--- config.mk ---
export PLATFORM = sky130hd
export DESIGN_NAME = phba_front
export DESIGN_NICKNAME = d
export VERILOG_FILES = /design/src/phba_pkg.sv /design/src/phba_front.sv
export SDC_FILE = /design/constraint.sdc
export NUM_CORES = 1
export LEC_CHECK = 0
export BUFFER_PORTS_ARGS = -buffer_cell sky130_fd_sc_hd__buf_2
export CAP_MARGIN = 20
export CORE_UTILIZATION = 55
export DETAILED_ROUTE_END_ITERATION = 10
export PLACE_DENSITY = 0.86
export SYNTH_ARGS = -nofsm -noshare
export SYNTH_HDL_FRONTEND = slang
export SYNTH_SLANG_ARGS = --single-unit
--- constraint.sdc ---
create_clock -name clk -period 5.5 [get_ports clk]
set_input_delay 0.55 -clock clk [delete_from_list [all_inputs] [get_ports clk]]
set_output_delay 0.55 -clock clk [all_outputs]
set_load 0.01 [all_outputs]
--- src/phba_pkg.sv ---
// Package: types and constants for the per-host byte accounting block
`default_nettype none
package phba_pkg;
	localparam logic [15:0] ETHERTYPE_IPV4 = 16'h0800;
	localparam logic [15:0] MIN_WIRE_LEN   = 16'd34;
	localparam logic [3:0]  IP_VERSION_4   = 4'd4;
	localparam int          CFG_IDX_W      = 2;
	localparam int          CNT_W          = 48;

	typedef enum logic [CFG_IDX_W-1:0] {
		REG_LOCAL_MAC, REG_MIN_HDR_WORDS, REG_MIN_FRAME_LEN, REG_MAX_FRAME_LEN
	} reg_idx_t;

	typedef enum logic [2:0] {
		ST_DROPPED, ST_NOT_LOCAL, ST_UPDATED, ST_INSERTED, ST_TABLE_FULL
	} status_t;

	typedef enum logic [1:0] {KIND_DROP, KIND_OTHER, KIND_LOCAL} kind_t;

	typedef enum logic [1:0] {S_IDLE, S_LOOK, S_CMP, S_UPD} state_t;

	typedef struct packed {
		logic [15:0] captured_length;
		logic [15:0] wire_length;
		logic [15:0] frame_type;
		logic [47:0] dest_mac;
		logic [47:0] source_mac;
		logic [3:0]  ip_version;
		logic [3:0]  header_words;
		logic [31:0] source_ip;
		logic [31:0] dest_ip;
	} item_t;

	typedef struct packed {
		logic [2:0]       status;
		logic [31:0]      host_ip;
		logic             outbound;
		logic [CNT_W-1:0] host_bytes_in;
		logic [CNT_W-1:0] host_bytes_out;
		logic [CNT_W-1:0] host_bytes_all;
	} result_t;

	typedef struct packed {
		kind_t       kind;
		logic [31:0] host;
		logic        outbound;
		logic [15:0] wire_len;
	} qitem_t;

	function automatic logic [CNT_W-1:0] sat_add(input logic [CNT_W-1:0] a,
			input logic [15:0] b);
		logic [CNT_W:0] s;
		s = {1'b0, a} + {{(CNT_W-15){1'b0}}, b};
		return s[CNT_W] ? {CNT_W{1'b1}} : s[CNT_W-1:0];
	endfunction
endpackage
`default_nettype wire

--- src/phba_front.sv ---
// Front end: config registers, frame validation, two-entry queue to the back end
`default_nettype none
module phba_front (
	input  wire logic                                clk,
	input  wire logic                                arst_n,
	input  wire logic                                start,
	input  wire phba_pkg::item_t                     item,
	output      logic                                busy,
	input  wire logic                                cfg_wr,
	input  wire logic [phba_pkg::CFG_IDX_W-1:0]      cfg_index,
	input  wire logic [47:0]                         cfg_data,
	output      logic                                q_valid,
	output      phba_pkg::qitem_t                    q_item,
	input  wire logic                                q_pop
);
	logic [47:0] local_mac_q;
	logic [3:0]  min_hw_q;
	logic [15:0] min_len_q, max_len_q;
	phba_pkg::qitem_t fifo_q [2];
	logic        wr_ptr_q, rd_ptr_q;
	logic [1:0]  count_q;
	logic        push, valid_frame;
	phba_pkg::qitem_t cls;

	always_ff @(posedge clk or negedge arst_n) begin
		if (!arst_n) begin
			local_mac_q <= '0;
			min_hw_q    <= 4'd5;
			min_len_q   <= 16'd64;
			max_len_q   <= 16'd1518;
		end else if (cfg_wr) begin
			case (phba_pkg::reg_idx_t'(cfg_index))
				phba_pkg::REG_LOCAL_MAC:     local_mac_q <= cfg_data;
				phba_pkg::REG_MIN_HDR_WORDS: min_hw_q    <= cfg_data[3:0];
				phba_pkg::REG_MIN_FRAME_LEN: min_len_q   <= cfg_data[15:0];
				phba_pkg::REG_MAX_FRAME_LEN: max_len_q   <= cfg_data[15:0];
				default: ;
			endcase
		end
	end

	always_comb begin
		valid_frame = (item.captured_length >= min_len_q) &&
			(item.captured_length <= max_len_q) &&
			(item.frame_type == phba_pkg::ETHERTYPE_IPV4) &&
			(item.wire_length >= phba_pkg::MIN_WIRE_LEN) &&
			(item.ip_version == phba_pkg::IP_VERSION_4) &&
			(item.header_words >= min_hw_q);
		cls.wire_len = item.wire_length;
		cls.host     = '0;
		cls.outbound = 1'b0;
		if (!valid_frame) begin
			cls.kind = phba_pkg::KIND_DROP;
		end else if (item.dest_mac == local_mac_q) begin
			cls.kind = phba_pkg::KIND_LOCAL;
			cls.host = item.dest_ip;
		end else if (item.source_mac == local_mac_q) begin
			cls.kind     = phba_pkg::KIND_LOCAL;
			cls.host     = item.source_ip;
			cls.outbound = 1'b1;
		end else begin
			cls.kind = phba_pkg::KIND_OTHER;
		end
	end

	assign busy    = (count_q == 2'd2);
	assign push    = start && !busy;
	assign q_valid = (count_q != 2'd0);
	assign q_item  = fifo_q[rd_ptr_q];

	always_ff @(posedge clk) begin
		if (push) fifo_q[wr_ptr_q] <= cls;
	end

	always_ff @(posedge clk or negedge arst_n) begin
		if (!arst_n) begin
			wr_ptr_q <= 1'b0;
			rd_ptr_q <= 1'b0;
			count_q  <= 2'd0;
		end else begin
			if (push) wr_ptr_q <= !wr_ptr_q;
			if (q_pop) rd_ptr_q <= !rd_ptr_q;
			count_q <= count_q + {1'b0, push} - {1'b0, q_pop};
		end
	end
endmodule
`default_nettype wire

# After elaboration in Yosys (flattened, before gate mapping)
# Memory sizes are Yosys's and may differ from the RTL's.
# Cells that the tools add are included.
# totals
reg_bits	88
latchBits	0
ram_bits	102
mem_bits_ro	0
in_bits	271
output_inout_bits	53
wordCells	45
n_memories	1
# classes
addsub	2
mul	0
div_mod_pow	0
magnitude_cmp	4
n_eq_ne	8
shift	0
mux	8
bitwise_logic	0
reduce_logical	15
# memory_table
name	depth	width	read_ports	rd_clocked_by_memory_dff	wr	line_no	source
fifo_q	2	51	1	0	1	phba_front.sv:19	phba_pkg::qitem_t fifo_q [2];
# ops
cell	n
$eq A48 B48 Y1	2
$mux W33	2
$mux W34	1
$eq A16 B12 Y1 const B	1
$ge A16 B16 Y1	1
$ge A16 B6 Y1 const B	1
$le A16 B16 Y1	1
$reduce_and A2 Y1	4
$eq A2 B2 Y1 const B	3
$logic_and A1 B1 Y1	6
$eq A4 B3 Y1 const B	1
$ge A4 B4 Y1	1
$mux W2	2
$logic_not A1 Y1	3
$mux W1	3
$add A2 B1 Y2	1
$eq A2 B1 Y1 const B	1
$logic_not A2 Y1	1
$reduce_bool A2 Y1	1
$sub A2 B1 Y2	1

# Longest topological paths before layout
# Gate-level depths: netlist of run 1.
# depth
depth_word	7
mapped_depth	10

# Worst setup path before layout of run 1
# No wires, ideal clock.
# synth_path
path_kind	input to register
startpoint	input port start
endpoint	memory fifo_q[0][0] (netlist bit), enable pin
setup_time_ns	0.460
arrival_time_ns	2.783
t_required_ns	5.040
slack_ns	2.258
stages	2
n_path_buf	0
cell_sequence	nand2_1 nor2_1
# synth_via
elab_chain_cells	3
# synth_rtl
element	line_no	source
start: declaration	phba_front.sv:6	input wire logic start,
$logic_and A1 B1 Y1	phba_front.sv:67	assign push = start && !busy;
$mux W1	phba_front.sv:72	if (push) fifo_q[wr_ptr_q] <= cls;
$mux W1 (implied by the code)	phba_front.sv:72	
end: declaration	phba_front.sv:19	
# No other way between the ends.

==> results.tsv, run 1 <==
metric	value	unit
Reg area	5280	µm²
critical-path cell list	xor2_1 -> nor4_1 -> nand4_1 -> nor3_4 -> buf_4 -> nand3_1 -> a211oi_1	
Buf+Inv Stages, Crit Path	1	
Hold Crit Class	input port to async pin	
final setup TNS	0	ps
Post-synth EDFFs	102	
synth-to-layout area growth	24.69	%
Synth Area in XOR/XNOR	8.899	%
Register-to-Register Path Depth	7	
DP HPWL	19110	µm
leakage power	0.005263	µW
Least-Margin Pin Slew	1078	ps
Clk Latency, worst-skew pair	430	ps
register area share after synthesis	53.64	%
Setup Fix Bufs, Post-CTS	0	
Reg clk slew, reported paths	80	ps
Synth Area in Adders	4.831	%
Sink Count	190	
CTS tree	done	
Post-synth ARST share	46.32	%
Final Max Tran Viols	0	
Via density	5.556	
1st-iter DRT viols	297	
Final nets	1364	
filler cell count	1242	
Synth Area in Simple Gates	8.200	%
Slowest cell on crit path	nor3_4	
Synth Instances	733	
CTS buffer count	17	
crit path kind	flop to flop	
grt ovf	0	
I/O pin total	324	
Tmin final	3363	ps
vias in the first global route	7160	
Fin. Hold Viols	0	
WP data required	5730	ps
Yosys reg bits	190	
Hold Buf Count CTS	0	
largest family of logic cells by synthesized area	multiplexers	
initial antenna violation count	4	
global-route wire length before repair	38010	µm
total of max-cap violations	0	
GRT Overall Usage	27.94	%
Max H-tree Level	4	
Core Box Area	17360	µm²
Mean Syn Cell Area	13.43	µm²
fmax	297.4	MHz
chip width	135.8	µm
RSZ-0062 raised after global routing	no	
final setup fails	0	
CP Max Fanout	23	
ANT nets after route	0	
status	finished, final reports clean	
Max stage delay on crit path	920	ps
Primary FF master, synth	edfxtp_1	
cell area after synthesis	9842	µm²
routed vias	7195	
Worst Path Arrival	3590	ps
layout cell share with drive strength beyond 1	52.15	%
Root Buffer	clkbuf_16	
post-CTS sizing	0	
Site Rows	48	
DRC violations left	0	
Placed Instances	1261	
pin count of the biggest net entering global routing	56	
Die Span Y	135.8	µm
Routed WL	25410	µm
area of the multi-input gates	4297	µm²
critical path startpoint category	flop	
Rel. slew slack	27.92	%
critical path capture point type	flop	
Synthesis Warnings	0	
drt wl/cell	19.62	µm
Cell variety after synth	43	
Power Dens Cells	374.7	nW/µm²
total die area	18430	µm²
fin cells	1295	
DRT Pass-1 Iters	5	
area fraction in compound gates after synthesis	5.950	%
port buffer count	323	
Synthesized Nets	1042	
GP Congestion	0.8664	
clock skew	12.94	ps
initial core utilization	56.70	%
delay-heaviest family, CP	simple AND/OR/NAND/NOR gates	
Stages on worst setup path	7	
proportion of synthesized area in mux cells	15.45	%
maximum clock insertion buffer count	2	
Final period util	61.14	%
maximum vdd drop	0.2339	mV
==> path summary, 6_finish.rpt <==
check	from	to	slack [ps]
max in group asynchronous	arst_n	local_mac_q[37]$_DFFE_PN0P_	4320
min in group clk	q_pop	rd_ptr_q$_DFFE_PN0P_	320
setup reg to reg	local_mac_q[9]$_DFFE_PN0P_	fifo_q[0][19]$_DFFE_PP_	2140
setup / recovery	local_mac_q[9]$_DFFE_PN0P_	fifo_q[0][19]$_DFFE_PP_	2140
hold / removal	arst_n	min_len_q[8]$_DFFE_PN0P_	60
hold reg to reg	count_q[1]$_DFF_PN0_	count_q[1]$_DFF_PN0_	500
==> synth_stat cells (2+ instances only) <==
| cell | n | area (µm²) |
|---|---|---|
| a211oi_1 | 7 | 52.55 |
| buf_6 | 4 | 45.04 |
| nand3b_1 | 2 | 15.01 |
| dfstp_2 | 11 | 289.0 |
| a21o_1 | 10 | 75.07 |
| buf_2 | 8 | 40.04 |
| and3_1 | 3 | 18.77 |
| nor4b_1 | 2 | 17.52 |
| nand2b_1 | 3 | 18.77 |
| nand4_1 | 13 | 81.33 |
| nor2_1 | 5 | 18.77 |
| dfrtp_1 | 77 | 1927 |
| xor2_1 | 97 | 849.6 |
| nand3_1 | 25 | 125.1 |
| buf_1 | 2 | 7.510 |
| nor4_1 | 29 | 181.4 |
| a21oi_1 | 9 | 45.04 |
| xnor2_1 | 3 | 26.28 |
| nor3_1 | 3 | 15.01 |
| buf_4 | 2 | 15.01 |
| a211oi_2 | 27 | 337.8 |
| clkbuf_1 | 14 | 52.55 |
| nand3_2 | 11 | 110.1 |
| nor2b_1 | 2 | 12.51 |
| mux2_2 | 135 | 1520 |
| edfxtp_1 | 102 | 3063 |
| inv_1 | 37 | 138.9 |
| o21ai_0 | 2 | 10.01 |
| nand2_1 | 37 | 138.9 |
| ha_1 | 38 | 475.5 |
==> registers in the layout, indices dropped and copies added (netlist names) <==
name         cells
max_len_q       16
min_len_q       16
count_q          2
min_hw_q         4
fifo_q         102
rd_ptr_q         1
local_mac_q     48
wr_ptr_q         1
==> worst register-to-register path: stages, from the launching register on <==
cell	delay (ps)
dfrtp_1	420
xor2_1	190
nor4_1	550
nand4_1	240
nor3_4	920
buf_4	410
nand3_1	110
a211oi_1	330
==> metrics by stage <==
stage / total power (µW) / worst slack (ps) / area, µm² / util (%) / hold WS [ps]
4_1_cts: 4626 / 2139 / 12270 / 70.67 / 61.17
3_3_place_gp: 3381 / 2044 / 11690 / 67.36 / 477.9
3_5_place_dp: 3419 / 1993 / 11690 / 67.36 / 490.8
6_report: 4598 / 2137 / 12270 / 70.70 / 59.47
2_1_floorplan: 2876 / 2258 / 9842 / - / 254.4
5_1_grt: 4810 / 1925 / 12270 / 70.70 / 82.82
==> power breakdown <==
group / total, µW / internal [µW] / leakage [µW] / switching, µW
registers: 2030 / 1850 / 0.00198 / 170
clock network: 1210 / 606 / 0.000272 / 600
logic: 1370 / 654 / 0.00301 / 713
==> final cells by class <==
| type | instances | area share (%) |
|---|---|---|
| Clock buffer | 18 | 3.497 |
| Sequential cell | 190 | 43.03 |
| Clock inverter | 14 | 1.193 |
| Tap cell | 225 | 2.294 |
| Timing Repair Buffer | 333 | 13.80 |
| Multi-Input combinational cell | 476 | 35.01 |
| Inverter | 37 | 1.132 |
| Antenna cell | 2 | 0.04078 |
==> cell usage in the layout, fill, tap and decap left out, drive strengths merged, types with 5 or more instances in the layout <==
cell type and instances:
a21oi 9, inv 43, xor2 97, dfrtp 77, nor2 5, dfstp 11
nand2 37, edfxtp 102, a211oi 34, nor4 29, ha 38, clkinv 5
nor3 5, buf 333, nand4 13, a21o 10, clkbuf 18, mux2 135
nand3 36
==> routing by layer <==
| metal | part of all wire [%] | routed length [µm] | global-route usage, % |
|---|---|---|---|
| met5 | 0.091 | 23 | 0 |
| met4 | 2.0 | 517 | 9.114 |
| met3 | 8.1 | 2069 | 6.958 |
| met1 | 38 | 9758 | 33.09 |
| met2 | 51 | 13040 | 49.35 |
==> cell families (layout without fill, tap and decap cells) <==
group / count (synthesis) / after routing
xor+xnor: 100 / 100
compound gates: 62 / 62
fa+ha+maj: 38 / 38
other cells: 0 / 2
simple gates: 141 / 141
mux: 135 / 135
buf+inv: 67 / 402
flops: 190 / 190
(Power assumes the default switching activity.)
==> inputs of run 2 (changes only) <==
--- a/config.mk
+++ b/config.mk
@@ -7,9 +7,9 @@
 export LEC_CHECK = 0
 export BUFFER_PORTS_ARGS = -buffer_cell sky130_fd_sc_hd__buf_2
 export CAP_MARGIN = 20
-export CORE_UTILIZATION = 55
+export CORE_UTILIZATION = 51
 export DETAILED_ROUTE_END_ITERATION = 10
-export PLACE_DENSITY = 0.86
+export PLACE_DENSITY = 0.8
 export SYNTH_ARGS = -nofsm -noshare
 export SYNTH_HDL_FRONTEND = slang
 export SYNTH_SLANG_ARGS = --single-unit
==> constraint.sdc (replaced) <==
create_clock -name clk -period 3.32 [get_ports clk]
set_input_delay 0.332 -clock clk [delete_from_list [all_inputs] [get_ports clk]]
set_output_delay 0.332 -clock clk [all_outputs]
set_load 0.01 [all_outputs]
==> results.tsv, run 2 (synthesis gave the netlist of run 1 again) <==
metric	value	unit	change
Final period util	82.80	%	+22 points
Site Rows	50		+4.2%
synth-to-layout area growth	25.46	%	
DRC violations left	0		unchanged
Routed WL	25340	µm	-0.28%
CTS tree	done		
final setup TNS	0	ps	unchanged
fin area	12350	µm²	+0.62%
fmax	363.8	MHz	+22%
Max H-tree Level	4		unchanged
post-CTS sizing	0		unchanged
GP Congestion	0.8446		-2.5%
drt wl/cell	18.94	µm	-3.5%
critical path startpoint category	flop		
Slowest cell on crit path	dfstp_2		
layout cell share with drive strength beyond 1	52.42	%	+0.27 points
Reg clk slew, reported paths	80	ps	about the same
Final nets	1370		+0.44%
I/O pin total	324		unchanged
status	finished, final reports clean		
Root Buffer	clkbuf_16		
DP Area	11780	µm²	+0.77%
CP Max Fanout	30		+30%
vias in the first global route	7364		+2.8%
delay-heaviest family, CP	compound AO/OA/AOI/OAI gates		
Hold Buf Count CTS	0		unchanged
most used cell, CP	a211oi_1		
ANT nets after route	0		unchanged
Most flops, register	fifo_q		
Clk Latency, worst-skew pair	430	ps	about the same
clock skew	15.81	ps	+2.869 ps
Hold Crit Class	input port to async pin		
Final Core Density	65.57	%	-5.1 points
pin count of the biggest net entering global routing	71		+27%
Sink Count	190		unchanged
RSZ-0062 raised after global routing	no		
WP data required	3540	ps	-2190 ps
Core Box Area	18830	µm²	+8.5%
GRT Overall Usage	25.70	%	-2.2 points
filler cell count	1455		+17%
Via density	5.308		-4.5%
commonest cells after routing, fill and taps aside	322 x buf_2, 135 x mux2_2, 102 x edfxtp_1		
Power Dens Cells	613.2	nW/µm²	+64%
DP HPWL	19190	µm	+0.43%
initial core utilization	52.27	%	-4.4 points
crit path kind	flop to flop		
Setup Fix Bufs, Post-CTS	0		unchanged
grt ovf	0		unchanged
CTS buffer count	17		unchanged
port buffer count	323		unchanged
1st-iter DRT viols	280		-5.7%
Buf+Inv Stages, Crit Path	2		+1
final setup fails	0		unchanged
critical-path cell list	inv_1 -> ha_1 -> nor2b_1 -> o211ai_1 -> a21oi_1 -> a211oi_1 -> o221ai_4 -> buf_4 -> a211oi_1		
Fin. Hold Viols	0		unchanged
chip width	140.9	µm	+3.8%
leakage power	0.005278	µW	+0.30%
Least-Margin Pin Slew	909.4	ps	-168.4 ps
most common cell after layout, fill and taps aside	buf_2		
Final Max Tran Viols	0		unchanged
DRT Pass-1 Iters	4		-1
Worst Path Arrival	2970	ps	-620 ps
total of max-cap violations	0		unchanged
global-route wire length before repair	38220	µm	+0.56%
Rel. slew slack	39.19	%	+11 points
Max stage delay on crit path	530	ps	-390 ps
maximum vdd drop	0.3604	mV	+54%
largest registers	fifo_q x102, local_mac_q x48		
Die Span Y	140.9	µm	+3.8%
Tmin final	2749	ps	-614.0 ps
maximum clock insertion buffer count	2		unchanged
routed vias	7102		-1.3%
max FFs per register	102		unchanged
total die area	19860	µm²	+7.7%
critical path capture point type	flop		
initial antenna violation count	3		-1
## run 2: cell types whose count changed in the layout (fill, tap and decap cells not counted)
| cell | delta |
|---|---|
| buf_4 | +6 |
| clkbuf_1 | -1 |
| clkinv_1 | +2 |
| clkinv_4 | -1 |
| clkinv_8 | -1 |
| clkinvlp_4 | +1 |
| diode_2 | +2 |
| inv_6 | +2 |
| inv_8 | -2 |
| or3_1 | -1 |
| or3_2 | +1 |
## run 2: stage by stage
| stage | power (µW) | cells | setup slack (ps) | hold WS [ps] |
|---|---|---|---|---|
| detailed placement | 5699 | 1302 | 572.0 | 493.7 |
| global route | 7957 | 1336 | 419.5 | 84.23 |
| CTS | 7643 | 1334 | 556.4 | 58.68 |
| floorplan | 4764 | 733 | 132.7 | 36.41 |
| finish | 7572 | 1338 | 571.0 | 38.21 |
| global placement | 5628 | 1302 | 596.8 | 485.8 |
## run 2: worst register-to-register path, delay by kind of cell (launching register included)
kind,cells,cell delay [ps]
buffers and inverters,2,360
adder cells (fa/ha/maj),1,270
AO/OA/AOI/OAI,5,1240
flip-flops,1,530
AND/OR/NAND/NOR,1,140
## run 2: where the power goes
part	internal (µW)	switching (µW)	leakage [µW]
Sequential	3070	300	0.00198
Clock	985	952	0.000260
Combinational	1110	1150	0.00304
## run 2: area by class of cell
class                   count  area (µm²)  share of cell area, %
clock buffers              17       425.4                  3.445
well taps                 260       325.3                  2.635
inverters                  37       138.9                  1.125
repair buffers            339        1739                  14.08
diodes                      4       10.01                0.08106
flip-flops and latches    190        5280                  42.76
clock inverters            15       131.4                  1.064
multi-input cells         476        4298                  34.81
## run 2: worst paths after layout
check	start	endpoint	slack [ps]	cells after the start
max in group asynchronous	arst_n	local_mac_q[2]$_DFFE_PN0P_	2480	2
min	arst_n	max_len_q[9]$_DFFE_PN0P_	40	1
min reg2reg	min_hw_q[1]$_DFFE_PN0P_	min_hw_q[1]$_DFFE_PN0P_	510	1
min in group clk	item[184]	fifo_q[0][0]$_DFFE_PP_	120	1
max	max_len_q[1]$_DFFE_PN1P_	fifo_q[1][48]$_DFFE_PP_	570	9
max reg2reg	max_len_q[1]$_DFFE_PN1P_	fifo_q[1][48]$_DFFE_PP_	570	9
## run 2: per-layer routing
| layer | global-route usage, % | vias up | routed length [µm] |
|---|---|---|---|
| met4 | 8.181 | 2 | 485 |
| met2 | 46.90 | 281 | 13230 |
| met3 | 6.624 | 29 | 1745 |
| met1 | 29.34 | 3439 | 9869 |
| li1 | - | 3351 | - |
| met5 | 0 | - | 10 |
